### src/hdl/scli_pkg.sv
// Shared types, constants and helpers of the serial command line interpreter.
// Used by every module of the block; depends on nothing else.
`default_nettype none

package scli_pkg;

    // Bytes held in the line window
    localparam int unsigned WINDOW_BYTES = 4;

    // Powers of ten, used to size the decimal value of a line
    function automatic int unsigned pow10(input int unsigned n);
        int unsigned r;
        r = 1;
        for (int unsigned k = 0; k < n; k++) begin
            r = r * 10;
        end
        return r;
    endfunction

    localparam int unsigned FILL_W = $clog2(WINDOW_BYTES + 1);
    localparam int unsigned WIN_IDX_W = $clog2(WINDOW_BYTES);
    localparam int unsigned VAL_W = $clog2(pow10(WINDOW_BYTES - 1));

    // Line queue between front and back
    localparam int unsigned QUEUE_DEPTH = 4;
    localparam int unsigned Q_IDX_W = $clog2(QUEUE_DEPTH);
    localparam int unsigned Q_CNT_W = $clog2(QUEUE_DEPTH + 1);

    // Character and setting constants
    localparam logic [7:0] BYTE_CR = 8'd13;
    localparam logic [7:0] BYTE_LF = 8'd10;
    localparam logic [7:0] BYTE_ZERO = 8'h30;
    localparam logic [7:0] BYTE_NINE = 8'h39;
    localparam logic [7:0] CASE_BIT = 8'h20;
    localparam logic [8:0] POWER_MAX = 9'd335;
    localparam logic [2:0] CHANNEL_DEFAULT = 3'd5;
    localparam logic [2:0] CHANNEL_MAX = 3'd7;
    localparam logic [2:0] CHANNEL_HOLE = 3'd6;

    // Reset values of the saved registers
    localparam logic [2:0] RST_CHANNEL = 3'd5;
    localparam logic [8:0] RST_TX_POWER = 9'd0;
    localparam logic RST_TABLE_OUTPUT = 1'b1;
    localparam logic RST_TAG_MODE = 1'b0;

    typedef enum logic [3:0] {
        CMD_UNKNOWN = 4'd0,
        CMD_F       = 4'd1,
        CMD_R       = 4'd2,
        CMD_C       = 4'd3,
        CMD_X       = 4'd4,
        CMD_T       = 4'd5,
        CMD_Q       = 4'd6,
        CMD_M       = 4'd7,
        CMD_S       = 4'd8
    } cmd_code_t;

    typedef enum logic [2:0] {
        ST_OK        = 3'd0,
        ST_REFUSED   = 3'd1,
        ST_UNKNOWN   = 3'd2,
        ST_NO_VALUE  = 3'd3,
        ST_BAD_VALUE = 3'd4
    } status_t;

    typedef enum logic [1:0] {
        REG_SAVED_CHANNEL  = 2'd0,
        REG_SAVED_TX_POWER = 2'd1,
        REG_SAVED_TABLE    = 2'd2,
        REG_SAVED_TAG      = 2'd3
    } cfg_reg_t;

    // One classified line, passed from front to back
    typedef struct packed {
        cmd_code_t        code;
        logic             has_value;
        logic             digits_ok;
        logic [VAL_W-1:0] value;
    } line_desc_t;

    // Result item, last field in the lowest bits
    typedef struct packed {
        logic      reload_done;
        logic      store_request;
        logic      power_update;
        logic      radio_restart;
        logic      table_output_now;
        logic      command_mode_now;
        logic      tag_mode_now;
        logic [8:0] tx_power_now;
        logic [2:0] channel_now;
        status_t   status;
        cmd_code_t command_code;
    } result_t;

    localparam int unsigned RES_W = $bits(result_t);
    localparam int unsigned OUT_TDATA_W = ((RES_W + 7) / 8) * 8;

endpackage

`default_nettype wire

### src/hdl/serial_command_line_interpreter.sv
// Serial command line interpreter: one received byte per input item, one result item
// per line end. The front end keeps the line window and classifies each line, a
// four-entry line queue decouples it from the back end, which applies the command to
// the working settings and holds the result in an output register. A byte is taken in
// every cycle while the line queue has room. Results pass the queue and the output
// register and leave at one per cycle while m_tready is high. Non-line-end bytes
// and an LF straight after a CR give no result. No clearing pass after reset.
// Depends on scli_pkg, scli_front, scli_queue and scli_exec.
`default_nettype none

module serial_command_line_interpreter
    import scli_pkg::*;
(
    input  wire logic                   clk,
    input  wire logic                   rst_n,
    // Received bytes
    input  wire logic                   s_tvalid,
    output logic                        s_tready,
    input  wire logic [7:0]             s_tdata,   // [7:0] rx_byte
    // Result items
    output logic                        m_tvalid,
    input  wire logic                   m_tready,
    // [3:0] command_code, [6:4] status, [9:7] channel_now, [18:10] tx_power_now,
    // [19] tag_mode_now, [20] command_mode_now, [21] table_output_now,
    // [22] radio_restart, [23] power_update, [24] store_request, [25] reload_done
    output logic [OUT_TDATA_W-1:0]      m_tdata,
    // Configuration writes
    input  wire logic                   cfg_we,
    input  wire logic [1:0]             cfg_index,
    input  wire logic [8:0]             cfg_data
);

    logic       push;
    line_desc_t push_desc;
    logic       pop;
    line_desc_t head_desc;
    logic       queue_full;
    logic       queue_empty;
    result_t    res;

    scli_front u_front (
        .clk        (clk),
        .rst_n      (rst_n),
        .byte_valid (s_tvalid),
        .byte_data  (s_tdata),
        .queue_full (queue_full),
        .byte_ready (s_tready),
        .push       (push),
        .push_desc  (push_desc)
    );

    scli_queue u_queue (
        .clk       (clk),
        .rst_n     (rst_n),
        .push      (push),
        .push_desc (push_desc),
        .pop       (pop),
        .head_desc (head_desc),
        .full      (queue_full),
        .empty     (queue_empty)
    );

    scli_exec u_exec (
        .clk         (clk),
        .rst_n       (rst_n),
        .cfg_we      (cfg_we),
        .cfg_index   (cfg_index),
        .cfg_data    (cfg_data),
        .head_desc   (head_desc),
        .queue_empty (queue_empty),
        .pop         (pop),
        .res_valid   (m_tvalid),
        .res_ready   (m_tready),
        .res         (res)
    );

    // Pad the result to whole bytes
    assign m_tdata = {{(OUT_TDATA_W - RES_W){1'b0}}, res};

endmodule

`default_nettype wire

### src/hdl/scli_front.sv
// Front end: takes received bytes, keeps the line window and classifies each line end.
// Depends on scli_pkg; feeds scli_queue.
`default_nettype none

module scli_front
    import scli_pkg::*;
(
    input  wire logic       clk,
    input  wire logic       rst_n,
    input  wire logic       byte_valid,
    input  wire logic [7:0] byte_data,
    input  wire logic       queue_full,
    output logic            byte_ready,
    output logic            push,
    output line_desc_t      push_desc
);

    logic [7:0]        window_reg [WINDOW_BYTES];
    logic [FILL_W-1:0] fill_reg;
    logic              after_cr_reg;

    logic       take;
    logic       is_cr;
    logic       is_lf;
    logic       line_end;
    logic       swallow;
    logic [7:0] letter;
    logic [7:0] digit;
    logic       ok;
    logic [VAL_W-1:0] val;

    assign byte_ready = !queue_full;
    assign take       = byte_valid && byte_ready;
    assign is_cr      = (byte_data == BYTE_CR);
    assign is_lf      = (byte_data == BYTE_LF);
    assign line_end   = is_cr || is_lf;
    assign swallow    = is_lf && after_cr_reg;
    assign push       = take && line_end && !swallow;

    // Classify the line held in the window
    always_comb
    begin
        letter = window_reg[0] | CASE_BIT;
        unique case (letter)
            8'h66:   push_desc.code = CMD_F;
            8'h72:   push_desc.code = CMD_R;
            8'h63:   push_desc.code = CMD_C;
            8'h78:   push_desc.code = CMD_X;
            8'h74:   push_desc.code = CMD_T;
            8'h71:   push_desc.code = CMD_Q;
            8'h6d:   push_desc.code = CMD_M;
            8'h73:   push_desc.code = CMD_S;
            default: push_desc.code = CMD_UNKNOWN;
        endcase

        // decimal value of the bytes after the letter
        ok    = 1'b1;
        val   = '0;
        digit = '0;
        for (int i = 1; i < WINDOW_BYTES; i++) begin
            if (FILL_W'(i) < fill_reg) begin
                digit = window_reg[i] - BYTE_ZERO;
                if (window_reg[i] < BYTE_ZERO || window_reg[i] > BYTE_NINE) begin
                    ok = 1'b0;
                end else begin
                    val = val * VAL_W'(10) + VAL_W'(digit[3:0]);
                end
            end
        end
        push_desc.has_value = (fill_reg >= FILL_W'(2));
        push_desc.digits_ok = ok;
        push_desc.value     = val;
    end

    // Window, fill count and CR mark
    always_ff @(posedge clk or negedge rst_n)
    begin
        if (!rst_n) begin
            for (int i = 0; i < WINDOW_BYTES; i++) begin
                window_reg[i] <= '0;
            end
            fill_reg     <= '0;
            after_cr_reg <= 1'b0;
        end else if (take) begin
            if (!line_end) begin
                after_cr_reg <= 1'b0;
                if (fill_reg == FILL_W'(WINDOW_BYTES)) begin
                    for (int i = 0; i < WINDOW_BYTES - 1; i++) begin
                        window_reg[i] <= window_reg[i + 1];
                    end
                    window_reg[WINDOW_BYTES - 1] <= byte_data;
                end else begin
                    window_reg[fill_reg[WIN_IDX_W-1:0]] <= byte_data;
                    fill_reg <= fill_reg + FILL_W'(1);
                end
            end else if (swallow) begin
                after_cr_reg <= 1'b0;
            end else begin
                after_cr_reg <= is_cr;
                for (int i = 0; i < WINDOW_BYTES; i++) begin
                    window_reg[i] <= '0;
                end
                fill_reg <= '0;
            end
        end
    end

endmodule

`default_nettype wire

### src/hdl/scli_queue.sv
// Short queue of classified lines between the front and back ends.
// Depends on scli_pkg.
`default_nettype none

module scli_queue
    import scli_pkg::*;
(
    input  wire logic       clk,
    input  wire logic       rst_n,
    input  wire logic       push,
    input  wire line_desc_t push_desc,
    input  wire logic       pop,
    output line_desc_t      head_desc,
    output logic            full,
    output logic            empty
);

    line_desc_t         entry_reg [QUEUE_DEPTH];
    logic [Q_IDX_W-1:0] wr_ptr_reg;
    logic [Q_IDX_W-1:0] rd_ptr_reg;
    logic [Q_CNT_W-1:0] count_reg;

    assign full      = (count_reg == Q_CNT_W'(QUEUE_DEPTH));
    assign empty     = (count_reg == '0);
    assign head_desc = entry_reg[rd_ptr_reg];

    // Entry storage
    always_ff @(posedge clk)
    begin
        if (push) begin
            entry_reg[wr_ptr_reg] <= push_desc;
        end
    end

    // Pointers and fill level
    always_ff @(posedge clk or negedge rst_n)
    begin
        if (!rst_n) begin
            wr_ptr_reg <= '0;
            rd_ptr_reg <= '0;
            count_reg  <= '0;
        end else begin
            if (push) begin
                wr_ptr_reg <= wr_ptr_reg + Q_IDX_W'(1);
            end
            if (pop) begin
                rd_ptr_reg <= rd_ptr_reg + Q_IDX_W'(1);
            end
            if (push && !pop) begin
                count_reg <= count_reg + Q_CNT_W'(1);
            end else if (pop && !push) begin
                count_reg <= count_reg - Q_CNT_W'(1);
            end
        end
    end

endmodule

`default_nettype wire

### src/hdl/scli_exec.sv
// Back end: carries out classified lines, holds the working and saved settings
// and the result register. Depends on scli_pkg.
`default_nettype none

module scli_exec
    import scli_pkg::*;
(
    input  wire logic       clk,
    input  wire logic       rst_n,
    input  wire logic       cfg_we,
    input  wire logic [1:0] cfg_index,
    input  wire logic [8:0] cfg_data,
    input  wire line_desc_t head_desc,
    input  wire logic       queue_empty,
    output logic            pop,
    output logic            res_valid,
    input  wire logic       res_ready,
    output result_t         res
);

    localparam int unsigned CMP_W = (VAL_W > 9) ? VAL_W : 9;

    // Saved registers
    logic [2:0] saved_channel_reg;
    logic [8:0] saved_tx_power_reg;
    logic       saved_table_reg;
    logic       saved_tag_reg;

    // Working settings
    logic [2:0] channel_reg, channel_next;
    logic [8:0] tx_power_reg, tx_power_next;
    logic       table_reg, table_next;
    logic       tag_reg, tag_next;
    logic       cmd_mode_reg, cmd_mode_next;

    logic    res_valid_reg;
    result_t res_reg;

    status_t    status;
    logic       refused;
    logic       restart;
    logic       pupdate;
    logic       store;
    logic       reload;
    logic [CMP_W-1:0] val_ext;
    logic [CMP_W-1:0] ch_cand;
    logic [CMP_W-1:0] pw_cand;
    logic [2:0]  ch_fix;
    logic [8:0]  pw_cap;
    logic [16:0] pw_prod;
    logic [6:0]  pw_quot;
    logic [8:0]  pw_round;

    assign pop       = !queue_empty && (!res_valid_reg || res_ready);
    assign res_valid = res_valid_reg;
    assign res       = res_reg;

    // Candidate settings of a value write, corrected to the legal range
    always_comb
    begin
        val_ext = CMP_W'(head_desc.value);
        ch_cand = (head_desc.code == CMD_C) ? val_ext : CMP_W'(channel_reg);
        pw_cand = (head_desc.code == CMD_X) ? val_ext : CMP_W'(tx_power_reg);
        if (ch_cand == '0 || ch_cand > CMP_W'(CHANNEL_MAX)
            || ch_cand == CMP_W'(CHANNEL_HOLE)) begin
            ch_fix = CHANNEL_DEFAULT;
        end else begin
            ch_fix = ch_cand[2:0];
        end
        pw_cap   = (pw_cand > CMP_W'(POWER_MAX)) ? POWER_MAX : pw_cand[8:0];
        // divide by five through the reciprocal 205/1024, exact below 1024
        pw_prod  = 17'(pw_cap) * 17'd205;
        pw_quot  = pw_prod[16:10];
        pw_round = {pw_quot, 2'b00} + 9'(pw_quot);
    end

    // Command execution
    always_comb
    begin
        status        = ST_OK;
        restart       = 1'b0;
        pupdate       = 1'b0;
        store         = 1'b0;
        reload        = 1'b0;
        channel_next  = channel_reg;
        tx_power_next = tx_power_reg;
        table_next    = table_reg;
        tag_next      = tag_reg;
        cmd_mode_next = cmd_mode_reg;

        if (head_desc.code == CMD_M) begin
            refused = cmd_mode_reg;
        end else begin
            refused = (head_desc.code != CMD_UNKNOWN) && (head_desc.code != CMD_T)
                      && !cmd_mode_reg;
        end

        if (head_desc.code == CMD_UNKNOWN) begin
            status = ST_UNKNOWN;
        end else if (refused) begin
            status = ST_REFUSED;
        end else begin
            unique case (head_desc.code)
                CMD_F:
                begin
                    tag_next = !tag_reg;
                    restart  = 1'b1;
                end
                CMD_R:
                begin
                    channel_next  = saved_channel_reg;
                    tx_power_next = saved_tx_power_reg;
                    table_next    = saved_table_reg;
                    tag_next      = saved_tag_reg;
                    reload        = 1'b1;
                end
                CMD_T: table_next = !table_reg;
                CMD_Q: cmd_mode_next = 1'b0;
                CMD_M: cmd_mode_next = 1'b1;
                CMD_S: store = 1'b1;
                CMD_C, CMD_X:
                begin
                    if (!head_desc.has_value) begin
                        status = ST_NO_VALUE;
                    end else if (!head_desc.digits_ok) begin
                        status = ST_BAD_VALUE;
                    end else begin
                        channel_next  = ch_fix;
                        tx_power_next = pw_round;
                        if (ch_fix != channel_reg) begin
                            restart = 1'b1;
                        end else if (pw_round != tx_power_reg) begin
                            pupdate = 1'b1;
                        end
                    end
                end
                default: ;
            endcase
        end
    end

    // Saved registers, written from the configuration port
    always_ff @(posedge clk or negedge rst_n)
    begin
        if (!rst_n) begin
            saved_channel_reg  <= RST_CHANNEL;
            saved_tx_power_reg <= RST_TX_POWER;
            saved_table_reg    <= RST_TABLE_OUTPUT;
            saved_tag_reg      <= RST_TAG_MODE;
        end else if (cfg_we) begin
            unique case (cfg_index)
                REG_SAVED_CHANNEL:  saved_channel_reg  <= cfg_data[2:0];
                REG_SAVED_TX_POWER: saved_tx_power_reg <= cfg_data;
                REG_SAVED_TABLE:    saved_table_reg    <= cfg_data[0];
                REG_SAVED_TAG:      saved_tag_reg      <= cfg_data[0];
                default: ;
            endcase
        end
    end

    // Working settings and result handshake
    always_ff @(posedge clk or negedge rst_n)
    begin
        if (!rst_n) begin
            channel_reg   <= RST_CHANNEL;
            tx_power_reg  <= RST_TX_POWER;
            table_reg     <= RST_TABLE_OUTPUT;
            tag_reg       <= RST_TAG_MODE;
            cmd_mode_reg  <= 1'b0;
            res_valid_reg <= 1'b0;
        end else if (pop) begin
            channel_reg   <= channel_next;
            tx_power_reg  <= tx_power_next;
            table_reg     <= table_next;
            tag_reg       <= tag_next;
            cmd_mode_reg  <= cmd_mode_next;
            res_valid_reg <= 1'b1;
        end else if (res_ready) begin
            res_valid_reg <= 1'b0;
        end
    end

    // Result payload
    always_ff @(posedge clk)
    begin
        if (pop) begin
            res_reg.command_code     <= head_desc.code;
            res_reg.status           <= status;
            res_reg.channel_now      <= channel_next;
            res_reg.tx_power_now     <= tx_power_next;
            res_reg.tag_mode_now     <= tag_next;
            res_reg.command_mode_now <= cmd_mode_next;
            res_reg.table_output_now <= table_next;
            res_reg.radio_restart    <= restart;
            res_reg.power_update     <= pupdate;
            res_reg.store_request    <= store;
            res_reg.reload_done      <= reload;
        end
    end

endmodule

`default_nettype wire
### config.mk
export PLATFORM = sky130hd
export DESIGN_NAME = serial_command_line_interpreter
export DESIGN_NICKNAME = d
export VERILOG_FILES = /design/src/hdl/scli_pkg.sv /design/src/hdl/serial_command_line_interpreter.sv /design/src/hdl/scli_front.sv /design/src/hdl/scli_queue.sv /design/src/hdl/scli_exec.sv
export SDC_FILE = /design/constraint.sdc
export NUM_CORES = 1
export LEC_CHECK = 0
export BUFFER_PORTS_ARGS = -buffer_cell sky130_fd_sc_hd__buf_2
export CAP_MARGIN = 10
export CORE_ASPECT_RATIO = 0.75
export CORE_UTILIZATION = 50
export DETAILED_ROUTE_END_ITERATION = 10
export PLACE_DENSITY_LB_ADDON = 0.12
export SYNTH_ARGS = -nofsm -noshare
export SYNTH_HDL_FRONTEND = slang
export SYNTH_SLANG_ARGS = --single-unit
### constraint.sdc
create_clock -name clk -period 13.5 [get_ports clk]
set_input_delay 0.675 -clock clk [delete_from_list [all_inputs] [get_ports clk]]
set_output_delay 0.675 -clock clk [all_outputs]
set_load 0.01 [all_outputs]
==> results <==
- The antenna cell count is 0.
- The clock transition at the registers of the reported paths is 0.07 ns.
- Measured against its own limit, the worst slew margin works out to 27.96%.
- The met3 layer usage reported by global route is 6.442%.
- The final cell count without fillers is roughly 1.2k.
- The peak per-stage delay on the critical path is 0.91 ns.
- The standard cell with the maximum stage delay on the critical path is sky130_fd_sc_hd__o21ai_0.
- The congestion estimate from routability-driven global placement came to 0.8454.
- The upper clock frequency limit is 0.1031 GHz.
- The area of all placed cells without fillers is 0.01122 mm^2.
- The netlist area before placement is ~0.01 mm^2.
- The cell count after placement is 1193.
- The TritonCTS clock tree is built.
- The met2 global-route usage is a little under a third.
- The final critical path takes up a little under three quarters of the cycle.
- The share of flip-flops with an asynchronous set or reset after synthesis is ~44%.
- The average instance area after synthesis is around 11 um^2.
- The type of the most critical hold path is input port to async pin.
- The die is 166.9 um wide.
- The die is 125.7 um tall.
- Tracing the worst setup path back leads to its startpoint at u_queue.rd_ptr_reg[1]$_DFFE_PN0P_.
- The Yosys warning count is 0.
- The final-report setup violation count is 0.
- The placement-stage cell area is around 0.011 mm^2.
- The share of post-route cells with drive strength above 1 is 16.26%.
- The worst endpoint required time is 13.68 ns.
- After synthesis the netlist holds a flip-flop and latch count of 162.
- Buffers inserted to repair hold after CTS numbered 0.
- Global routing used around two fifths of the available met1 tracks.
- Counting every instance in the synthesized netlist gives 921.
- The global-route wire length before repair is 39.07 mm.
- The number of unique standard cell types used by synthesis is 73.
- The worst-margin pin slew is 1.071 ns.
- The element type at the critical path end is a flip-flop.
- The core area is 0.01965 mm^2.
- The post-route antenna net violation count is 0.
- The synthesized-area fraction occupied by ao, oa, aoi and oai cells is 13.68%.
- The worst-skew pair later-pin latency is 0.43 ns.
- After detailed routing, the total wire length is between 20 and 25 mm.
- In this run the post-CTS setup repair buffer count came out at 0.
- The xor-xnor portion of the synthesized cell area is between 4 and 5%.
- The maximum fanout along the worst path is 17.
- The placement row count is 44.
- During I/O placement, the number of pins put on the boundary was 58.
- The sequential cells in the finished layout cover a total of between 0.004 and 0.005 mm^2.
- The final hold violation count is 0.
- The HPWL after detailed placement is 17.72 mm.
- The final max-slew violation count is 0.
- The synthesized design contains 90 enable-type register cells.
- The total grt overflow is 0.
- The basic-gate share of the synthesized area counting and, or, nand and nor cells is 11.64%.
- The run finished with clean final reports.
- The routed layout has 7258 vias.
- The buffer cell driving the clock tree root is sky130_fd_sc_hd__clkbuf_16.
- The sequential fraction of the synthesis area is around 44%.
- The multi-input combinational cells in the finished layout cover a total of 0.005303 mm^2.
- The starting density of the core is 51.90%.
- For this design, the sink count on the clock tree is 162.
- The per-cell via count in the routed design is 5.925.
- The floorplan step defined a die boundary enclosing 0.02098 mm^2.
- For this run, the detailed router's first-pass iteration total came to 5.
- The post-synthesis adder-cell area fraction is 13.42%.
- The number of port buffers is 51.
- The number of levels in the clock H-tree is 4.
- Max-cap violations in this run came to 0.
- Summed over all failing endpoints, the final setup total negative slack is 0 ns.
- Subtracting the final worst setup slack from the clock period gives roughly 9.7 ns.
- The worst setup path is launched from a flip-flop.
- After synthesis, the largest family of logic cells by area is compound AO/OA/AOI/OAI gates.
- Clock skew on the completed layout was measured at 0.01323 ns.
- Counting the buffers created by CTS gives 17.
- Among all flip-flop cells after synthesis, the most frequent one is sky130_fd_sc_hd__edfxtp_1.
- The number of flip-flops in the largest register is 64.
- The startpoint-to-endpoint class of the critical path is flip-flop to flip-flop.
- The busiest metal layer after global routing is met1.
- The maximum number of pins on one net before global-route repair is 53.
- The number of antenna violations at the first check in global routing is 0.
- The share of synthesized area spent on multiplexers is 8.526%.
- The net count of the finished layout is 1081.
- Setup repair after global routing left no endpoint under its margin.
- In this run the critical register-to-register path is launched from u_queue.rd_ptr_reg[1]$_DFFE_PN0P_.
- The wire length per cell after detailed routing is 19.60 um.
- The number of global-route vias before repair is 6826.
- The DRC violation count after routing is 0.
- The most used cell along the critical path is sky130_fd_sc_hd__ha_1.
- The fill cell instance count of the final layout is 1696.
- For the worst setup path, the data arrival time is 9.87 ns.
- The detailed router finished its first iteration with about 650 violations.
- Global routing used about 24% of the available tracks across all layers.
- In this run the deepest clock path goes through 2 buffers.
- From synthesis to final layout, the design area changed by 9.997%.
- The post-cts repair resize count is 0.
[cell families (layout without fill, tap and decap cells)]
| group | count (synthesis) | in the layout |
|---|---|---|
| AO/OA/AOI/OAI | 205 | 205 |
| XOR/XNOR | 50 | 50 |
| adder cells (fa/ha/maj) | 98 | 98 |
| buffers and inverters | 98 | 144 |
| flip-flops | 162 | 162 |
| multiplexers | 62 | 62 |
| other | 1 | 6 |
| AND/OR/NAND/NOR | 245 | 245 |
[layout by cell type, fill, tap and decap left out, drive strengths merged, types with 7 or more instances in the layout]
cell / n
a32oi: 22
xnor2: 30
nor2: 49
nand2: 94
nand3b: 7
nand3: 18
nand2b: 9
ha: 79
a31oi: 10
a21o: 22
edfxtp: 90
mux2: 36
xor2: 19
and2: 13
nor3: 11
o21ai: 60
a22o: 10
mux4: 16
dfrtp: 66
and3: 11
inv: 59
fa: 19
buf: 58
mux2i: 10
clkbuf: 18
a21oi: 37
a22oi: 9
[through the flow]
step	hold slack, ns	setup WS, ns	utilization, %
4_1_cts	0.1266	3.878	57.09
6_report	0.1236	3.801	57.09
3_3_place_gp	0.4626	4.161	54.16
2_1_floorplan	0.3794	5.197	-
3_5_place_dp	0.4694	3.914	54.16
5_1_grt	0.1321	3.116	57.09
[metal layers]
metal / share of wire [%] / vias up / routed length (um)
met1: 53 / 3558 / 12620
met5: 0 / - / 0
met4: 0.62 / 0 / 150
met2: 39 / 239 / 9337
li1: - / 3448 / -
met3: 7.9 / 13 / 1908
[Yosys cell counts, types with 11 or more instances]
cell type / number / share of area (%)
sky130_fd_sc_hd__inv_1: 53 / 2.0
sky130_fd_sc_hd__ha_1: 79 / 9.7
sky130_fd_sc_hd__edfxtp_1: 90 / 26
sky130_fd_sc_hd__clkbuf_1: 28 / 1.0
sky130_fd_sc_hd__xor2_1: 19 / 1.6
sky130_fd_sc_hd__nand3_1: 18 / 0.88
sky130_fd_sc_hd__nand2_1: 94 / 3.5
sky130_fd_sc_hd__and2_1: 11 / 0.67
sky130_fd_sc_hd__mux2_2: 35 / 3.9
sky130_fd_sc_hd__xnor2_1: 30 / 2.6
sky130_fd_sc_hd__a21oi_1: 37 / 1.8
sky130_fd_sc_hd__nor2_1: 48 / 1.8
sky130_fd_sc_hd__fa_1: 19 / 3.7
sky130_fd_sc_hd__o21ai_0: 54 / 2.6
sky130_fd_sc_hd__a21o_1: 22 / 1.6
sky130_fd_sc_hd__mux4_2: 16 / 3.5
sky130_fd_sc_hd__a32oi_1: 22 / 1.9
sky130_fd_sc_hd__and3_1: 11 / 0.67
sky130_fd_sc_hd__dfrtp_1: 66 / 16
[area by class of cell]
| cell class | count | share of cell area (%) |
|---|---|---|
| Clock buffer | 18 | 3.825 |
| Clock inverter | 14 | 1.305 |
| Inverter | 54 | 1.807 |
| Multi-Input combinational cell | 666 | 47.26 |
| Sequential cell | 162 | 40.21 |
| Tap cell | 253 | 2.821 |
| Timing Repair Buffer | 58 | 2.766 |
[critical path, delay by kind of cell (launching register included)]
family / cells / cell delay (ns)
buffers and inverters: 3 / 0.16
muxes: 1 / 0.57
DFF: 1 / 0.84
xor gates and xnor gates: 3 / 0.58
and+or+nand+nor: 8 / 2.12
adders and majority gates: 7 / 2.60
AOI/OAI and AO/OA: 9 / 2.56
[final timing paths]
kind,slack [ns],depth (start not counted),endpoint
min in group clk,0.47,2,u_exec.saved_tx_power_reg[5]$_DFFE_PN0P_
setup / recovery,3.80,31,u_exec.res[23]$_SDFFCE_PP0P_
hold / removal,0.12,1,u_front.window_reg[10]$_DFFE_PN0P_
max in group asynchronous,12.35,2,u_exec.tx_power_reg[8]$_DFFE_PN0P_
setup reg to reg,3.80,31,u_exec.res[23]$_SDFFCE_PP0P_
hold reg to reg,0.48,2,u_front.after_cr_reg$_DFFE_PN0P_
Power is not shown: default switching activity piles up to over one toggle a cycle in this logic, so the estimate is an artifact.
